### src/design/ohi_pkg.sv
// Shared constants, types and command/status bundles of the hash insert core.
package ohi_pkg;

  localparam int TABLE_DEPTH_DEF = 128;

  localparam int SZ_W      = 8;   // table_size register width
  localparam int VAL_W     = 31;
  localparam int SEL_W     = 7;
  localparam int IDXO_W    = 7;   // reported slot index width
  localparam int DATA_W    = 40;  // tdata width on both channels, padded to bytes
  localparam int OUSER_W   = 2;
  localparam int DIV_STEPS = VAL_W;
  localparam int DCNT_W    = $clog2(DIV_STEPS);

  localparam int APB_AW    = 3;
  localparam int APB_DW    = 32;

  localparam logic [SZ_W-1:0] TABLE_SIZE_RST = SZ_W'(128);

  localparam logic ACT_INSERT = 1'b0;
  localparam logic ACT_READ   = 1'b1;

  localparam logic PROBE_LINEAR = 1'b0;
  localparam logic PROBE_QUAD   = 1'b1;

  localparam logic REG_TABLE_SIZE = 1'b0;
  localparam logic REG_PROBE_MODE = 1'b1;

  typedef struct packed {
    logic load;
    logic div_step;
    logic probe_step;
    logic rd_req;
    logic rd_cap;
    logic out_load;
  } cmd_t;

  typedef struct packed {
    logic is_read;
    logic div_last;
    logic probe_done;
    logic out_free;
  } sts_t;

endpackage

### src/design/ohi_ctrl.sv
// Controller state machine: sequences divide, probe, read and result hand-off.
module ohi_ctrl (
  input  logic          clk,
  input  logic          rst_n,
  input  logic          in_tvalid,
  output logic          in_tready,
  input  ohi_pkg::sts_t sts,
  output ohi_pkg::cmd_t cmd
);

  typedef enum logic [5:0] {
    ST_IDLE  = 6'b000001,
    ST_DIV   = 6'b000010,
    ST_PROBE = 6'b000100,
    ST_RDREQ = 6'b001000,
    ST_RDCAP = 6'b010000,
    ST_FIN   = 6'b100000
  } state_t;

  state_t state_r, state_nxt;

  always_ff @(posedge clk) begin
    if (!rst_n) begin
      state_r <= ST_IDLE;
    end else begin
      state_r <= state_nxt;
    end
  end

  assign in_tready = (state_r == ST_IDLE);

  always_comb begin
    state_nxt = state_r;
    cmd       = '0;
    unique case (state_r)
      ST_IDLE: begin
        if (in_tvalid) begin
          cmd.load = 1'b1;
          // action is only visible in the datapath after load
          state_nxt = ST_DIV;
        end
      end
      ST_DIV: begin
        if (sts.is_read) begin
          state_nxt = ST_RDREQ;
        end else begin
          cmd.div_step = 1'b1;
          if (sts.div_last) begin
            state_nxt = ST_PROBE;
          end
        end
      end
      ST_PROBE: begin
        cmd.probe_step = 1'b1;
        if (sts.probe_done) begin
          state_nxt = ST_FIN;
        end
      end
      ST_RDREQ: begin
        cmd.rd_req = 1'b1;
        state_nxt  = ST_RDCAP;
      end
      ST_RDCAP: begin
        cmd.rd_cap = 1'b1;
        state_nxt  = ST_FIN;
      end
      ST_FIN: begin
        if (sts.out_free) begin
          cmd.out_load = 1'b1;
          state_nxt    = ST_IDLE;
        end
      end
      default: begin
        state_nxt = ST_IDLE;
      end
    endcase
  end

endmodule

### src/design/ohi_dp.sv
// Datapath: home-slot divider, probe sequencer, slot store, occupancy and output register.
module ohi_dp #(
  parameter int TABLE_DEPTH = ohi_pkg::TABLE_DEPTH_DEF
) (
  input  logic                         clk,
  input  logic                         rst_n,
  input  ohi_pkg::cmd_t                cmd,
  output ohi_pkg::sts_t                sts,
  input  logic [ohi_pkg::SZ_W-1:0]     eff_size,
  input  logic                         probe_mode,
  input  logic [ohi_pkg::DATA_W-1:0]   in_tdata,
  input  logic                         in_tuser,
  output logic                         out_tvalid,
  input  logic                         out_tready,
  output logic [ohi_pkg::DATA_W-1:0]   out_tdata,
  output logic [ohi_pkg::OUSER_W-1:0]  out_tuser
);

  // table_size is 8 bits wide, so no more than 255 slots are ever addressed
  localparam int SLOTS = (TABLE_DEPTH < 256) ? TABLE_DEPTH : 255;
  localparam int IDX_W = (SLOTS > 1) ? $clog2(SLOTS) : 1;
  localparam int SZ_W  = ohi_pkg::SZ_W;
  localparam int VAL_W = ohi_pkg::VAL_W;
  localparam int SEL_W = ohi_pkg::SEL_W;

  logic                    act_r;
  logic [VAL_W-1:0]        val_r;
  logic [VAL_W-1:0]        dshift_r;
  logic [SEL_W-1:0]        sel_r;
  logic [SZ_W-1:0]         rem_r;
  logic [ohi_pkg::DCNT_W-1:0] div_cnt_r;
  logic [SZ_W-1:0]         slot_r;
  logic [SZ_W-1:0]         inc_r;
  logic [SZ_W-1:0]         pcnt_r;
  logic [ohi_pkg::IDXO_W-1:0] res_idx_r;
  logic [VAL_W-1:0]        res_val_r;
  logic                    res_used_r;
  logic                    res_full_r;
  logic                    rd_hit_r;
  logic [VAL_W-1:0]        rdata_r;
  logic [SLOTS-1:0]        occ_r;
  logic [VAL_W-1:0]        mem [SLOTS];
  logic                    out_valid_r;
  logic [ohi_pkg::DATA_W-1:0]  out_data_r;
  logic [ohi_pkg::OUSER_W-1:0] out_user_r;

  logic [SZ_W:0]   eff_w;
  logic [SZ_W:0]   div_tmp;
  logic [SZ_W-1:0] rem_nxt;
  logic            div_last;
  logic [IDX_W-1:0] slot_idx;
  logic            slot_free;
  logic            probe_last;
  logic [SZ_W:0]   slot_sum;
  logic [SZ_W-1:0] slot_adv;
  logic [SZ_W:0]   inc_sum;
  logic [SZ_W-1:0] inc_adv;
  logic [SZ_W-1:0] inc_init;
  logic [SZ_W-1:0] sel_ext;
  logic [IDX_W-1:0] sel_idx;
  logic            rd_hit;
  logic            one_slot;

  assign eff_w    = {1'b0, eff_size};
  assign one_slot = (eff_size == SZ_W'(1));

  // restoring remainder, one dividend bit per cycle, MSB first
  assign div_tmp  = {rem_r, dshift_r[VAL_W-1]};
  assign rem_nxt  = (div_tmp >= eff_w) ? SZ_W'(div_tmp - eff_w) : SZ_W'(div_tmp);
  assign div_last = (div_cnt_r == ohi_pkg::DCNT_W'(ohi_pkg::DIV_STEPS - 1));

  // probe i visits home + inc_0 + .. + inc_{i-1}; inc stays 1 (linear) or grows by 2 (i*i)
  assign slot_idx   = slot_r[IDX_W-1:0];
  assign slot_free  = !occ_r[slot_idx];
  assign probe_last = (pcnt_r == eff_size - SZ_W'(1));
  assign slot_sum   = {1'b0, slot_r} + {1'b0, inc_r};
  assign slot_adv   = (slot_sum >= eff_w) ? SZ_W'(slot_sum - eff_w) : SZ_W'(slot_sum);
  assign inc_sum    = {1'b0, inc_r} + (SZ_W + 1)'(2);
  assign inc_adv    = one_slot ? '0 :
                      ((inc_sum >= eff_w) ? SZ_W'(inc_sum - eff_w) : SZ_W'(inc_sum));
  assign inc_init   = one_slot ? '0 : SZ_W'(1);

  assign sel_ext = {1'b0, sel_r};
  assign sel_idx = sel_ext[IDX_W-1:0];
  assign rd_hit  = (sel_ext < eff_size) && occ_r[sel_idx];

  always_ff @(posedge clk) begin
    if (cmd.load) begin
      act_r     <= in_tuser;
      val_r     <= in_tdata[VAL_W-1:0];
      dshift_r  <= in_tdata[VAL_W-1:0];
      sel_r     <= in_tdata[VAL_W +: SEL_W];
      rem_r     <= '0;
      div_cnt_r <= '0;
    end
    if (cmd.div_step) begin
      rem_r     <= rem_nxt;
      dshift_r  <= {dshift_r[VAL_W-2:0], 1'b0};
      div_cnt_r <= div_cnt_r + ohi_pkg::DCNT_W'(1);
      if (div_last) begin
        slot_r <= rem_nxt;
        inc_r  <= inc_init;
        pcnt_r <= '0;
      end
    end
    if (cmd.probe_step) begin
      priority if (slot_free) begin
        res_idx_r  <= ohi_pkg::IDXO_W'(slot_r);
        res_val_r  <= val_r;
        res_used_r <= 1'b1;
        res_full_r <= 1'b0;
      end else if (probe_last) begin
        res_idx_r  <= '0;
        res_val_r  <= '0;
        res_used_r <= 1'b0;
        res_full_r <= 1'b1;
      end else begin
        slot_r <= slot_adv;
        inc_r  <= (probe_mode == ohi_pkg::PROBE_QUAD) ? inc_adv : inc_r;
        pcnt_r <= pcnt_r + SZ_W'(1);
      end
    end
    if (cmd.rd_req) begin
      rd_hit_r <= rd_hit;
    end
    if (cmd.rd_cap) begin
      res_idx_r  <= sel_r;
      res_val_r  <= rd_hit_r ? rdata_r : '0;
      res_used_r <= rd_hit_r;
      res_full_r <= 1'b0;
    end
  end

  // slot store
  always_ff @(posedge clk) begin
    if (cmd.probe_step && slot_free) begin
      mem[slot_idx] <= val_r;
    end
    if (cmd.rd_req) begin
      rdata_r <= mem[sel_idx];
    end
  end

  always_ff @(posedge clk) begin
    if (!rst_n) begin
      occ_r <= '0;
    end else begin
      if (cmd.probe_step && slot_free) begin
        occ_r[slot_idx] <= 1'b1;
      end
      if (cmd.rd_req && rd_hit) begin
        occ_r[sel_idx] <= 1'b0;
      end
    end
  end

  always_ff @(posedge clk) begin
    if (!rst_n) begin
      out_valid_r <= 1'b0;
    end else if (cmd.out_load) begin
      out_valid_r <= 1'b1;
    end else if (out_tready) begin
      out_valid_r <= 1'b0;
    end
  end

  always_ff @(posedge clk) begin
    if (cmd.out_load) begin
      out_data_r <= ohi_pkg::DATA_W'({res_val_r, res_idx_r});
      out_user_r <= {res_full_r, res_used_r};
    end
  end

  assign out_tvalid = out_valid_r;
  assign out_tdata  = out_data_r;
  assign out_tuser  = out_user_r;

  assign sts.is_read    = (act_r == ohi_pkg::ACT_READ);
  assign sts.div_last   = div_last;
  assign sts.probe_done = slot_free || probe_last;
  assign sts.out_free   = !out_valid_r || out_tready;

endmodule

### src/design/open_addressing_hash_insert_core.sv
// Open-addressing hash table core: config registers, controller and datapath.
//
// Input channel (in_*): one beat per operation. in_tuser selects insert or
// read-and-clear; in_tdata carries the value and the slot to read.
// Output channel (out_*): exactly one result beat per input beat, in order.
// Config port (cfg_*): table_size at 0x0, probe_mode at 0x4, to be written only
// while no operation is in flight; the core itself does not enforce this.
// Insert: home slot = value mod size by a bit-serial remainder unit, then one
// probe per cycle against the occupancy flops, at most size probes. Read-and-clear
// passes the DIV, RDREQ and RDCAP states and reads through the slot RAM read port.
// One operation is in flight at a time; in_tready returns in the same cycle that
// its result appears in the output register.
// Reset clears all occupancy bits at once, size returns to 128, mode to
// linear. A stalled receiver holds the output register; the core then waits
// with a finished result until that register frees up.
module open_addressing_hash_insert_core #(
  parameter int TABLE_DEPTH = ohi_pkg::TABLE_DEPTH_DEF
) (
  input  logic                          clk,
  input  logic                          rst_n,
  input  logic                          in_tvalid,
  output logic                          in_tready,
  input  logic [ohi_pkg::DATA_W-1:0]    in_tdata,   // value[30:0], slot_select[37:31]
  input  logic                          in_tuser,   // action
  output logic                          out_tvalid,
  input  logic                          out_tready,
  output logic [ohi_pkg::DATA_W-1:0]    out_tdata,  // slot_index[6:0], slot_value[37:7]
  output logic [ohi_pkg::OUSER_W-1:0]   out_tuser,  // slot_used[0], table_full[1]
  input  logic                          cfg_psel,
  input  logic                          cfg_penable,
  input  logic                          cfg_pwrite,
  input  logic [ohi_pkg::APB_AW-1:0]    cfg_paddr,
  input  logic [ohi_pkg::APB_DW-1:0]    cfg_pwdata,
  output logic [ohi_pkg::APB_DW-1:0]    cfg_prdata,
  output logic                          cfg_pready
);

  localparam int SLOTS = (TABLE_DEPTH < 256) ? TABLE_DEPTH : 255;
  localparam int SZ_W  = ohi_pkg::SZ_W;

  logic [SZ_W-1:0] table_size_r;
  logic            probe_mode_r;
  logic [SZ_W-1:0] eff_size;
  logic            cfg_wr;
  logic            reg_sel;

  ohi_pkg::cmd_t cmd;
  ohi_pkg::sts_t sts;

  assign cfg_pready = 1'b1;
  assign cfg_wr     = cfg_psel && cfg_penable && cfg_pwrite && cfg_pready;
  assign reg_sel    = cfg_paddr[2];

  always_ff @(posedge clk) begin
    if (!rst_n) begin
      table_size_r <= ohi_pkg::TABLE_SIZE_RST;
      probe_mode_r <= ohi_pkg::PROBE_LINEAR;
    end else if (cfg_wr) begin
      unique case (reg_sel)
        ohi_pkg::REG_TABLE_SIZE: table_size_r <= cfg_pwdata[SZ_W-1:0];
        ohi_pkg::REG_PROBE_MODE: probe_mode_r <= cfg_pwdata[0];
        default: ;
      endcase
    end
  end

  always_comb begin
    unique case (reg_sel)
      ohi_pkg::REG_TABLE_SIZE: cfg_prdata = ohi_pkg::APB_DW'(table_size_r);
      ohi_pkg::REG_PROBE_MODE: cfg_prdata = ohi_pkg::APB_DW'(probe_mode_r);
      default:                 cfg_prdata = '0;
    endcase
  end

  // size clamped to 1 .. SLOTS
  always_comb begin
    priority if (table_size_r == '0) begin
      eff_size = SZ_W'(1);
    end else if (table_size_r > SZ_W'(SLOTS)) begin
      eff_size = SZ_W'(SLOTS);
    end else begin
      eff_size = table_size_r;
    end
  end

  ohi_ctrl u_ctrl (
    .clk       (clk),
    .rst_n     (rst_n),
    .in_tvalid (in_tvalid),
    .in_tready (in_tready),
    .sts       (sts),
    .cmd       (cmd)
  );

  ohi_dp #(
    .TABLE_DEPTH (TABLE_DEPTH)
  ) u_dp (
    .clk        (clk),
    .rst_n      (rst_n),
    .cmd        (cmd),
    .sts        (sts),
    .eff_size   (eff_size),
    .probe_mode (probe_mode_r),
    .in_tdata   (in_tdata),
    .in_tuser   (in_tuser),
    .out_tvalid (out_tvalid),
    .out_tready (out_tready),
    .out_tdata  (out_tdata),
    .out_tuser  (out_tuser)
  );

endmodule

### config.mk
export PLATFORM = sky130hd
export DESIGN_NAME = open_addressing_hash_insert_core
export DESIGN_NICKNAME = d
export VERILOG_FILES = /design/src/design/ohi_pkg.sv /design/src/design/ohi_ctrl.sv /design/src/design/ohi_dp.sv /design/src/design/open_addressing_hash_insert_core.sv
export SDC_FILE = /design/constraint.sdc
export NUM_CORES = 2
export LEC_CHECK = 0
export BUFFER_PORTS_ARGS = -buffer_cell sky130_fd_sc_hd__buf_2
export CAP_MARGIN = 20
export CORE_UTILIZATION = 25
export DETAILED_ROUTE_END_ITERATION = 6
export GPL_TIMING_DRIVEN = 0
export PLACE_DENSITY = 0.36
export RECOVER_POWER = 100
export SLEW_MARGIN = 20
export SYNTH_ARGS = -nofsm -noshare
export SYNTH_HDL_FRONTEND = slang
export SYNTH_SLANG_ARGS = --single-unit
### constraint.sdc
create_clock -name clk -period 10.8 [get_ports clk]
set_input_delay 1.62 -clock clk [delete_from_list [all_inputs] [get_ports clk]]
set_output_delay 1.62 -clock clk [all_outputs]
set_load 0.01 [all_outputs]
Word-level counts from Yosys, hierarchy flattened:

Memory sizes are Yosys's and may differ from the RTL's. A register that Yosys moved wholly into a read port is not among the register bits.
Index checks and enable logic that the tools add are counted.

* reduce and logical (&&, ||, !) cells: 20
* $lt $le $gt $ge: 9
* mux-type cells: 75
* add/sub/neg operators: 8
* bitwise operators: 4
* eq/ne operators: 16

Operators by type and width (count)
* 128-bit two-way mux: 3
* 31-bit two-way mux: 7
* 8-bit two-way mux: 24
* 128-bit AND: 1
* 128-bit inverter: 1
* 128-bit OR: 1
* 32-bit case mux with 2 select lines: 1
* 6-bit case mux with 6 select lines: 1
* 6-bit two-way mux: 5
* 7-bit two-way mux: 4
* 9-bit by 8-bit greater-or-equal comparator with 1-bit output: 3
* 1-bit two-way mux: 24
* 8-bit subtractor: 3
* 7-bit by 8-bit < comparator with 1-bit output (second input constant): 2
* 1-bit binary-select mux with 7-bit select: 2
* 1-bit demux with 7-bit select: 2
* 7-bit by 1-bit greater-or-equal comparator with 1-bit output (second input constant): 2
* 5-bit two-way mux: 2
* 8-bit by 2-bit adder with 9-bit output (second input constant): 1
* 8-bit by 8-bit adder with 9-bit output: 1
* 8-bit by 1-bit adder with 8-bit output (second input constant): 1
* 8-bit by 1-bit equality test with 1-bit output (second input constant): 1
* 8-bit equality test: 1
* 8-bit > comparator (second input constant): 1
* 23 further kinds: 38

* logic and storage cells: 155
* output and inout bits: 77
* input port bits: 83
* memories kept: 1
* register bits after elaboration: 332
* memory bits (writable): 3968

Memories
* u_dp.mem: words 128, bits a word 31, read ports 1, clocked after memory_dff 1, write ports 1, line ohi_dp.sv:42 `logic [VAL_W-1:0] mem [SLOTS];`

Depth between registers and ports, before layout:

* depth in word-level cells: 10
* depth in mapped cells: 16
* gate-level depth less buffers: 15

By module:

A second synthesis with hierarchy kept.

* cell total of the unflattened synthesis: 8983
* area total of the unflattened synthesis: 161033.2 um^2

By module, submodules not included
* ohi_dp: area an instance 159937.1 um^2, times used 1, sequential area each 128132.9 um^2, cells each 8853
* open_addressing_hash_insert_core: area an instance 713.2 um^2, times used 1, sequential area each 180.2 um^2, cells each 87
* ohi_ctrl: area an instance 382.9 um^2, times used 1, sequential area each 120.1 um^2, cells each 43

Worst setup path after synthesis:

No wires, ideal clock.

* path type: register to register
* start point: register table_size_r[4]
* end point: register u_dp.res_idx_r[0] in the netlist's numbering, enable pin
* data required time: 10.310 ns
* path buffers: 2
* arrival: 5.657 ns
* library setup time: 0.490 ns
* stages on the path, launching flop included: 14
* period minus slack after synthesis: 6.147 ns
* setup slack: 4.653 ns
* cell sequence: dfxtp_1 > buf_6 > or4_4 > or3_4 > a21oi_4 > inv_1 > ha_1 > buf_1 > xor2_1 > a211oi_1 > o21ai_0 > a211oi_1 > nand4_1 > o21ai_0

* longest elaborated chain between the ends: 7
* elaborated cells on any way between the ends: 8
* those cells by class: add/sub (1); order compare (1); eq/ne (2); mux (2); reduce/logical (2)

RTL lines
* start, declared: line open_addressing_hash_insert_core.sv:41 `logic [SZ_W-1:0] table_size_r;`
* start signal, assigned: line open_addressing_hash_insert_core.sv:56 `table_size_r <= ohi_pkg::TABLE_SIZE_RST;`
* start signal, assigned: line open_addressing_hash_insert_core.sv:60 `ohi_pkg::REG_TABLE_SIZE: table_size_r <= cfg_pwdata[SZ_W-1:0];`
* 8-bit > comparator: line open_addressing_hash_insert_core.sv:79 `end else if (table_size_r > SZ_W'(SLOTS)) begin`
* 8-bit two-way mux: line open_addressing_hash_insert_core.sv:79
* 8-bit two-way mux *: line open_addressing_hash_insert_core.sv:77 `priority if (table_size_r == '0) begin`
* 8-bit by 1-bit subtractor with 8-bit output *: line ohi_dp.sv:75 `assign probe_last = (pcnt_r == eff_size - SZ_W'(1));`
* 8-bit equality test *: line ohi_dp.sv:75
* 3-bit by 2-bit inequality test with 1-bit output (no source line) *
* 2-bit AND reduction (no source line) *
* end signal, assigned: line ohi_dp.sv:108 `res_idx_r <= ohi_pkg::IDXO_W'(slot_r);`
* end signal, assigned: line ohi_dp.sv:127 `res_idx_r <= sel_r;`
* end, declared: line ohi_dp.sv:35 `logic [ohi_pkg::IDXO_W-1:0] res_idx_r;`

Every way passes the cells marked *; elsewhere a longest branch is shown, timed or not.
A chain may end at the register's enable or synchronous reset.

==> metrics.md <==
| Metric | Value |
|---|---|
| CTS tree | done |
| Max cap viols | 45 |
| Pwr/cell area | 206 mW/mm^2 |
| Hpwl dp | 805000 um |
| Clk_skew | 94.7 ps |
| Family with the most delay on the worst path | buffers and inverters |
| Core area | 0.645 mm^2 |
| # rows | 295 |
| Hold crit path type | flop to flop |
| Crit start category | flop |
| Dominant cell type by area after synthesis | edfxtp_1 |
| Synth Cell Area | 0.162 mm^2 |
| FMAX | 102 MHz |
| Initial antenna violation count | 207 |
| I/O pin count | 160 |
| Vias in the first global route | 109000 |
| WL met3 | 128000 um |
| Largest net degree at the start of global routing | 44 |
| Die height | 806 um |
| WL final | 1050000 um |
| CP cell instances | buf_4 > clkbuf_1 > and3b_1 > buf_2 > buf_2 > clkbuf_1 > clkbuf_1 > buf_2 > a22oi_1 > nand4_1 > o211ai_1 > o21ai_0 > nand2_1 > nand4_1 |
| Sequential fraction of the synthesis area | 79.4% |
| Setup TNS | 0 ps |
| Congestion Overflow GR | 0 |
| CTS Hold Buffers Added | 0 |
| Syn. warnings | 0 |
| Min Hold Slack | 419 ps |
| Routability congestion estimate from global placement | 0.900 |
| Clock Path Buffers | 4 |
| Pleak | 59.4 nW |
| Failing checks | DRC, capacitance limit, slew limit |
| Uppermost routed layer | met5 |
| Area of the die | 0.650 mm^2 |
| Crit end category | flop |
| Nets | 11500 |
| Mean Syn Cell Area | 18.0 um^2 |
| Yosys top cell area share | 77.4% |
| Tmin final | 9790 ps |
| Leading post-synthesis cells by cell area | edfxtp_1 (77%), a22oi_1 (6.9%), dfxtp_1 (2.0%) |
| CP arrival | 10630 ps |
| Final worst path period share | 90.7% |
| H-tree levels | 5 |
| WL met2 | 439000 um |
| Synth Instances | 8996 |
| Slowest stage delay, CP | 1840 ps |
| Unique cell type count in the Yosys netlist | 95 |
| Initial core utilization | 25.1% |
| Area Growth Syn to Fin | 21.6% |
| DRT iter0 DRCs | 23100 |
| Worst-skew pair later-pin latency | 1100 ps |
| Root Driver | clkbuf_16 |
| First-pass iteration count of the detailed router | 7 |
| Total number of vias | 121000 |
| Die W | 806 um |
| Share of cells above drive strength 1 | 13.0% |
| Synthesized flop and latch total | 4331 |
| Cts repair resizes | 0 |
| Worst slew margin | -72.3% |
| Slew Viols, Final | 427 |
| Port bufs | 103 |
| Ys async rst share | 0% |
| Total CTS buffers | 470 |
| Commonest cells after routing, fill and taps aside | edfxtp_1 (4169), clkbuf_1 (2007), a22oi_1 (1491), clkbuf_16 (473), buf_2 (408) |
| Top_reg_cell synth | edfxtp_1 |
| Final setup fails | 0 |
| CP max-delay cell | clkbuf_1 |
| Post-layout util | 30.5% |
| Setup bufs post-CTS | 0 |
| Req. time, crit path | 11640 ps |
| DRT met1 WL | 401000 um |
| Crit path kind | flop to flop |
| Wire per inst | 51.4 um |
| Worst-margin pin slew | 2580 ps |
| Buf+Inv Stages, Crit Path | 7 |
| Worst-path fanout max | 14 |
| Clock sinks | 4331 |
| Antenna Nets Post-Route | 0 |
| RSZ-0062 raised after global routing | false |
| EDFF count, synth | 4169 |
| Commonest non-fill, non-tap cell in the layout | edfxtp_1 |
| Hold Vio Cnt, Final | 0 |
| Peak VDD IR | 0.158 mV |
| First-pass GRT wire length | 1290000 um |
| Tot GR Track Use | 31.1% |
| Via density | 5.92 |
| # DRC | 1 |
| Worst-path clk slew | 60 ps |
| Status | complete, but fails checks |
-- kinds of logic (layout without fill, tap and decap cells) --
family | count (synthesis) | in the layout | synth area share, %
compound gates | 2867 | 2867 | 14.0
xor+xnor | 28 | 28 | 0.152
fa+ha+maj | 48 | 48 | 0.390
buf+inv | 715 | 3475 | 2.11
flops | 4331 | 4331 | 79.4
mux | 107 | 107 | 0.843
other cells | 2 | 135 | 0.00464
simple gates | 898 | 898 | 3.14
-- through the flow --
| step | power, W | std cells | area [um^2] | worst slack [ps] |
|---|---|---|---|---|
| 6_report | 0.0404 | 20500 | 197000 | 1010 |
| 3_5_place_dp | 0.0247 | 19500 | 192000 | 3200 |
| 5_1_grt | 0.0409 | 20400 | 196000 | 1600 |
| 3_3_place_gp | 0.0243 | 17700 | 173000 | -11550 |
| 2_1_floorplan | 0.0211 | 9021 | 162000 | 4650 |
| 4_1_cts | 0.0406 | 20400 | 207000 | 3160 |
-- cells in the mapped netlist (all sizes together), types with 31 or more instances --
cell type  instances
a21oi             46
a221oi           262
a22o             317
a22oi           1491
a31oi            165
a41oi            150
buf              479
clkbuf           201
dfxtp            162
edfxtp          4169
ha                44
inv               31
mux2              34
mux2i             53
nand2            173
nand3             84
nand4            171
nor2              89
nor2b             31
nor3             106
nor4             106
o211ai            46
o21ai             80
o221a            131
or4               36
-- layer usage --
metal	track usage, %	vias up
li1	-	43300
met2	46.0	10700
met5	0.132	-
met3	8.39	2450
met1	40.9	64900
met4	18.2	58
-- flip-flops by register name, summed over array words and instances (netlist names), 31 cells and up --
signal / cells
u_dp.dshift_r: 31
u_dp.occ_r: 128
u_dp.rdata_r: 31
u_dp.mem: 3968
u_dp.res_val_r: 31
u_dp.val_r: 31
u_dp.out_tdata: 38
-- area by class of cell --
class | count | area (um^2)
clock buffers | 585 | 12300
clock inverters | 277 | 2610
flip-flops and latches | 4331 | 128000
multi-input cells | 3975 | 30000
inverters | 35 | 133
plain buffers | 680 | 3400
diodes | 108 | 270
well taps | 8613 | 10800
fillers | 64500 | 448000
repair buffers | 1898 | 8780
-- worst paths after layout --
path / startpoint / endpoint / slack, ps / depth (start not counted)
max: u_dp.sel_idx[2] / u_dp.rdata_r[30] / 1010 / 14
min: u_dp.res_idx_r[2] / u_dp.out_tdata[2] / 420 / 0
max reg2reg: u_dp.sel_idx[2] / u_dp.rdata_r[30] / 1010 / 14
min reg2reg: u_dp.res_idx_r[2] / u_dp.out_tdata[2] / 420 / 0
-- power breakdown --
group | switching, W | internal [W]
clock network | 0.00719 | 0.00902
registers | 0.0000807 | 0.0189
logic | 0.00432 | 0.000967
total | 0.0116 | 0.0288
No activity file was read; power rests on OpenSTA's default activity.
